$ cat src/hw/rtl/mqr_desc_ram.sv
// Ring descriptors: name label and {write, read} pointer pair per ring.
// Two memories, each one write and one registered read port.
`default_nettype none
module mqr_desc_ram #(
    parameter int QW = 6,
    parameter int PW = 10
) (
    input  wire logic            i_clk,
    input  wire logic            i_lbl_we,
    input  wire logic [QW-1:0]   i_lbl_waddr,
    input  wire logic [15:0]     i_lbl_wdata,
    input  wire logic [QW-1:0]   i_lbl_raddr,
    output logic      [15:0]     o_lbl_rdata,
    input  wire logic            i_ptr_we,
    input  wire logic [QW-1:0]   i_ptr_waddr,
    input  wire logic [2*PW-1:0] i_ptr_wdata,
    input  wire logic [QW-1:0]   i_ptr_raddr,
    output logic      [2*PW-1:0] o_ptr_rdata
);
    logic [15:0]     lbl_mem [2**QW];
    logic [2*PW-1:0] ptr_mem [2**QW];

    always_ff @(posedge i_clk) begin
        if (i_lbl_we) begin
            lbl_mem[i_lbl_waddr] <= i_lbl_wdata;
        end
        o_lbl_rdata <= lbl_mem[i_lbl_raddr];
    end

    always_ff @(posedge i_clk) begin
        if (i_ptr_we) begin
            ptr_mem[i_ptr_waddr] <= i_ptr_wdata;
        end
        o_ptr_rdata <= ptr_mem[i_ptr_raddr];
    end
endmodule
`default_nettype wire

$ cat config.mk
export PLATFORM = sky130hd
export DESIGN_NAME = mqr_desc_ram
export DESIGN_NICKNAME = d
export VERILOG_FILES = /design/src/hw/rtl/mqr_desc_ram.sv
export SDC_FILE = /design/constraint.sdc
export NUM_CORES = 2
export LEC_CHECK = 0
export BUFFER_PORTS_ARGS = -buffer_cell sky130_fd_sc_hd__buf_2
export CORE_MARGIN = 1
export CORE_UTILIZATION = 40
export CTS_BUF_LIST = sky130_fd_sc_hd__clkbuf_8 sky130_fd_sc_hd__clkbuf_16
export DETAILED_ROUTE_END_ITERATION = 12
export SETUP_SLACK_MARGIN = 0.5
export SLEW_MARGIN = 20
export SYNTH_ARGS = -nofsm -noshare
export SYNTH_HDL_FRONTEND = slang
export SYNTH_SLANG_ARGS = --single-unit
$ cat constraint.sdc
create_clock -name i_clk -period 3.66 [get_ports i_clk]
set_clock_uncertainty 0.2 [all_clocks]
set_input_delay 0.549 -clock i_clk [delete_from_list [all_inputs] [get_ports i_clk]]
set_output_delay 0.549 -clock i_clk [all_outputs]
set_load 0.02 [all_outputs]
**Word level (Yosys, flattened, before mapping)**

Memory sizes are Yosys's and may differ from the RTL's. A register that Yosys moved wholly into a read port is not among the register bits.
Cells that the tools add are included.

- Mux-type cells: 4

Operator list:

| kind | number |
|---|---|
| two-way mux 1 bit | 4 |

- Memory bits (writable): 2304
- Logic and storage cells: 6
- Output and inout bits: 36
- Register bits: 0
- Memories: 2

Memories:

| memory | depth | width | read ports | clocked after Yosys merged registers in | wr ports | line | RTL |
|---|---|---|---|---|---|---|---|
| ptr_mem | 64 | 20 | 1 | 1 | 1 | 21 | `logic [2*PW-1:0] ptr_mem [2**QW];` |
| lbl_mem | 64 | 16 | 1 | 1 | 1 | 20 | `logic [15:0] lbl_mem [2**QW];` |

**Longest topological paths before layout**

- Depth in word-level cells: 2
- Mapped depth: 9

**Worst setup path after synthesis**

No wires, ideal clock.

- Path type: in2reg
- Start point: in i_ptr_waddr[3]
- End point: mem ptr_mem[16][0] (netlist bit) (enable)
- Setup time: 0.422 ns
- Arrival time: 2.661 ns
- Slack: 0.377 ns
- Cell stages on the path: 4
- Cell sequence: clkbuf_1 -> nand2b_1 -> or3_1 -> nor3_1

RTL lines:

| element | line | RTL |
|---|---|---|
| from (decl) | 15 | `input wire logic [QW-1:0] i_ptr_waddr,` |
| to (decl) | 21 |  |

Straight into the memory's write port.

==> results.cfg <==
[sta]
tightestPinTransition_ns = 1.08
slew_headroom_pct = 27.0
setup_violations = 0
setup_tns_ns = 0
fin_ws_ns = 0.913
hold_viol_final = 0
rsz0062_at_grt = no
period_share_pct = 75.1
slew_violations = 0
clock.fmax_mhz = 364
fin_crit_ns = 2.75

[final_layout]
drive_above_1_share_pct = 31.9
layout_commonest_cell = edfxtp_1
final_nets = 4420
design_area_um2 = 103000
mostFrequentLayoutCells = edfxtp_1, mux4_2, buf_4
area_delta_synth_final_pct = 15.6

[logic_synthesis]
syn_avg_cell_area_um2 = 23.0
synth-compound-area-share_pct = 2.10
ys_seq_area_share_pct = 78.5
muxShareOfSynthArea_pct = 16.2
ys_types = 46
synth_xor_area_share_pct = 0
synth-edff-count = 2304
ys.flop_type = edfxtp_1
synth_area_leader_cell = edfxtp_1
synthArstFlopShare_pct = 0
synthAdderAreaFrac_pct = 0
netlist.area_leader.share_pct = 77.7
synth_cells = 3875
ys_ff_latch = 2340
synth_warnings = 0
synth_simple_gate_area_share_pct = 1.72
syn-num-nets = 3938
synth.area.top_cells = edfxtp_1, mux4_2, mux2i_1
synth_top_family_by_area = multiplexers
syn_area_um2 = 89100

[place]
dpl.hpwl_mm = 132
numPortBuffers = 98
preCtsSetupSlack_ns = 0.209
dpl_cell_area_um2 = 95300
place_congestion = 0.816

[clock_network]
cts_resized = 0
cts_setup_buffers = 0
clockBufferDepth = 3
cts_tree = done
cts.sinks = 2340
clock-root-buffer = clkbuf_16
cts_hold_buf = 12
clk_latency_ns = 0.89
numCtsBuffers = 230
cts-htree-levels = 4
clkSlewWorstSetupHoldPaths_ns = 0.06

[global_route]
overflow = 0
use_met3_pct = 4.95
met1_usage_pct = 27.0
grt_pass1_wl_mm = 313
grt_max_degree = 65
grtUsageMet2_pct = 30.1
grt-busiest-layer = met2
grt_pass1_vias = 42925
antenna_found_initial = 19
grtUsageTotal_pct = 19.5

[worst_hold_path]
hp-class = input port to flip-flop

[die]
start_util_pct = 40.4
die_w_um = 474
core_area_um2 = 221000
ios = 99
die_height_um = 474
design.die.area_um2 = 225000
row_count = 172

[power]
p_sw_mw = 12.1
p_leak_nw = 32.7
power_frac_seq_pct = 53.3
powerDensity_nw_per_um2 = 543
switching_share_pct = 21.6
combPwrFrac_pct = 5.3
finalPower_mw = 55.9
p_clk_share_pct = 41.4
p_int_mw = 43.8
ir_worst_vdd_uv = 433

[worst_setup_path]
cp_common_cell = o21ai_0
crit_required_ns = 4.18
cp-end-kind = flip-flop
critPathTopFamily = compound AO/OA/AOI/OAI gates
startpoint_type = flip-flop
path_cells = mux4_2 > a221oi_1 > o21ai_0 > o21ai_0 > buf_4 > nor3_1
slowest_stage = a221oi_1
critPathMaxFanout = 1
critPathKind = flip-flop to flip-flop
path_buf_inv = 1
crit_arrival_ns = 3.26
max_stage_delay_ns = 0.60

[drt]
vias = 42269
drtAntennaViolNets = 0
routed_wl_mm = 219
first_pass_iters = 7
drt_iter0_markers = 4260
viasPerCell = 5.62
wl_per_cell_um = 29.1
drc = 0

[job]
drv_cap = 0

[status]
outcome = finished clean
==> cells by family after synthesis <==
kind of cell,after synthesis
AO/OA/AOI/OAI,269
buffers and inverters,225
flip-flops,2340
multiplexers,706
AND/OR/NAND/NOR,335
==> area by class of cell <==
class	instances	area [um^2]
diodes	7	17.5
clock buffers	243	5950
clock inverters	190	1610
repair buffers	463	3720
fillers	18056	118000
multi-input cells	1310	18000
well taps	2958	3700
inverters	12	45.0
flip-flops and latches	2340	69900
==> Yosys cell counts, drive strengths merged, types with 4 or more instances <==
| cell | instances |
|---|---|
| a32o | 4 |
| nor2 | 175 |
| buf | 140 |
| a22oi | 4 |
| a211oi | 35 |
| a31o | 10 |
| nor2b | 14 |
| nand2b | 14 |
| inv | 11 |
| edfxtp | 2304 |
| mux4 | 588 |
| mux2i | 103 |
| nor4 | 4 |
| a21oi | 14 |
| o22ai | 62 |
| nor3 | 35 |
| mux2 | 15 |
| and2 | 13 |
| or3 | 18 |
| or2 | 4 |
| clkbuf | 73 |
| nand2 | 34 |
| dfxtp | 36 |
| o221ai | 26 |
| nand3 | 11 |
| o21ai | 66 |
| a22o | 7 |
| a221oi | 36 |
| nand3b | 9 |
==> final timing paths <==
check                                               start                        end  slack [ns]  cells after the start
worst min register to register  ptr_mem[34][16]$_DFFE_PP_    o_ptr_rdata[16]$_DFF_P_        0.65                      5
worst max register to register   lbl_mem[30][1]$_DFFE_PP_     o_lbl_rdata[1]$_DFF_P_        0.91                      6
worst max-delay path             lbl_mem[30][1]$_DFFE_PP_     o_lbl_rdata[1]$_DFF_P_        0.91                      6
worst min-delay path                      i_lbl_wdata[11]  lbl_mem[12][11]$_DFFE_PP_        0.03                      1
==> registers in the layout (all words and copies together), names as in the netlist <==
name / cells
ptr_mem: 1280
o_lbl_rdata: 16
lbl_mem: 1024
o_ptr_rdata: 20
==> stage by stage <==
step / std cells / utilization, % / hold WS [ns]
after global routing: 7518 / 46.7 / 0.0246
after floorplan: 3875 / - / 0.448
final: 7523 / 46.7 / 0.0320
after detailed placement: 7069 / 43.2 / 0.633
after global placement: 7069 / 43.2 / 0.605
after CTS: 7514 / 46.7 / 0.00549
==> power groups by stage <==
stage	Combinational [mW]	Sequential (mW)	Clock, mW
2_1_floorplan	1.46	30.3	0
3_3_place_gp	2.92	30.3	0
3_5_place_dp	2.95	30.3	0
4_1_cts	2.97	29.8	23.6
5_1_grt	3.11	29.8	24.6
6_report	2.94	29.8	23.2
==> metal layers <==
metal,wire length [um],up-vias
met1,91400,22793
met2,103000,1615
met5,134,-
met3,18100,337
li1,-,17506
met4,6850,18
==> worst register-to-register path, delay by kind of cell (launching register included) <==
family / cells / cell delay [ns]
buf+inv: 1 / 0.17
flops: 1 / 0.37
simple gates: 1 / 0.05
mux: 1 / 0.50
compound gates: 3 / 1.33
Note: power is estimated with default switching activity, not from simulation.
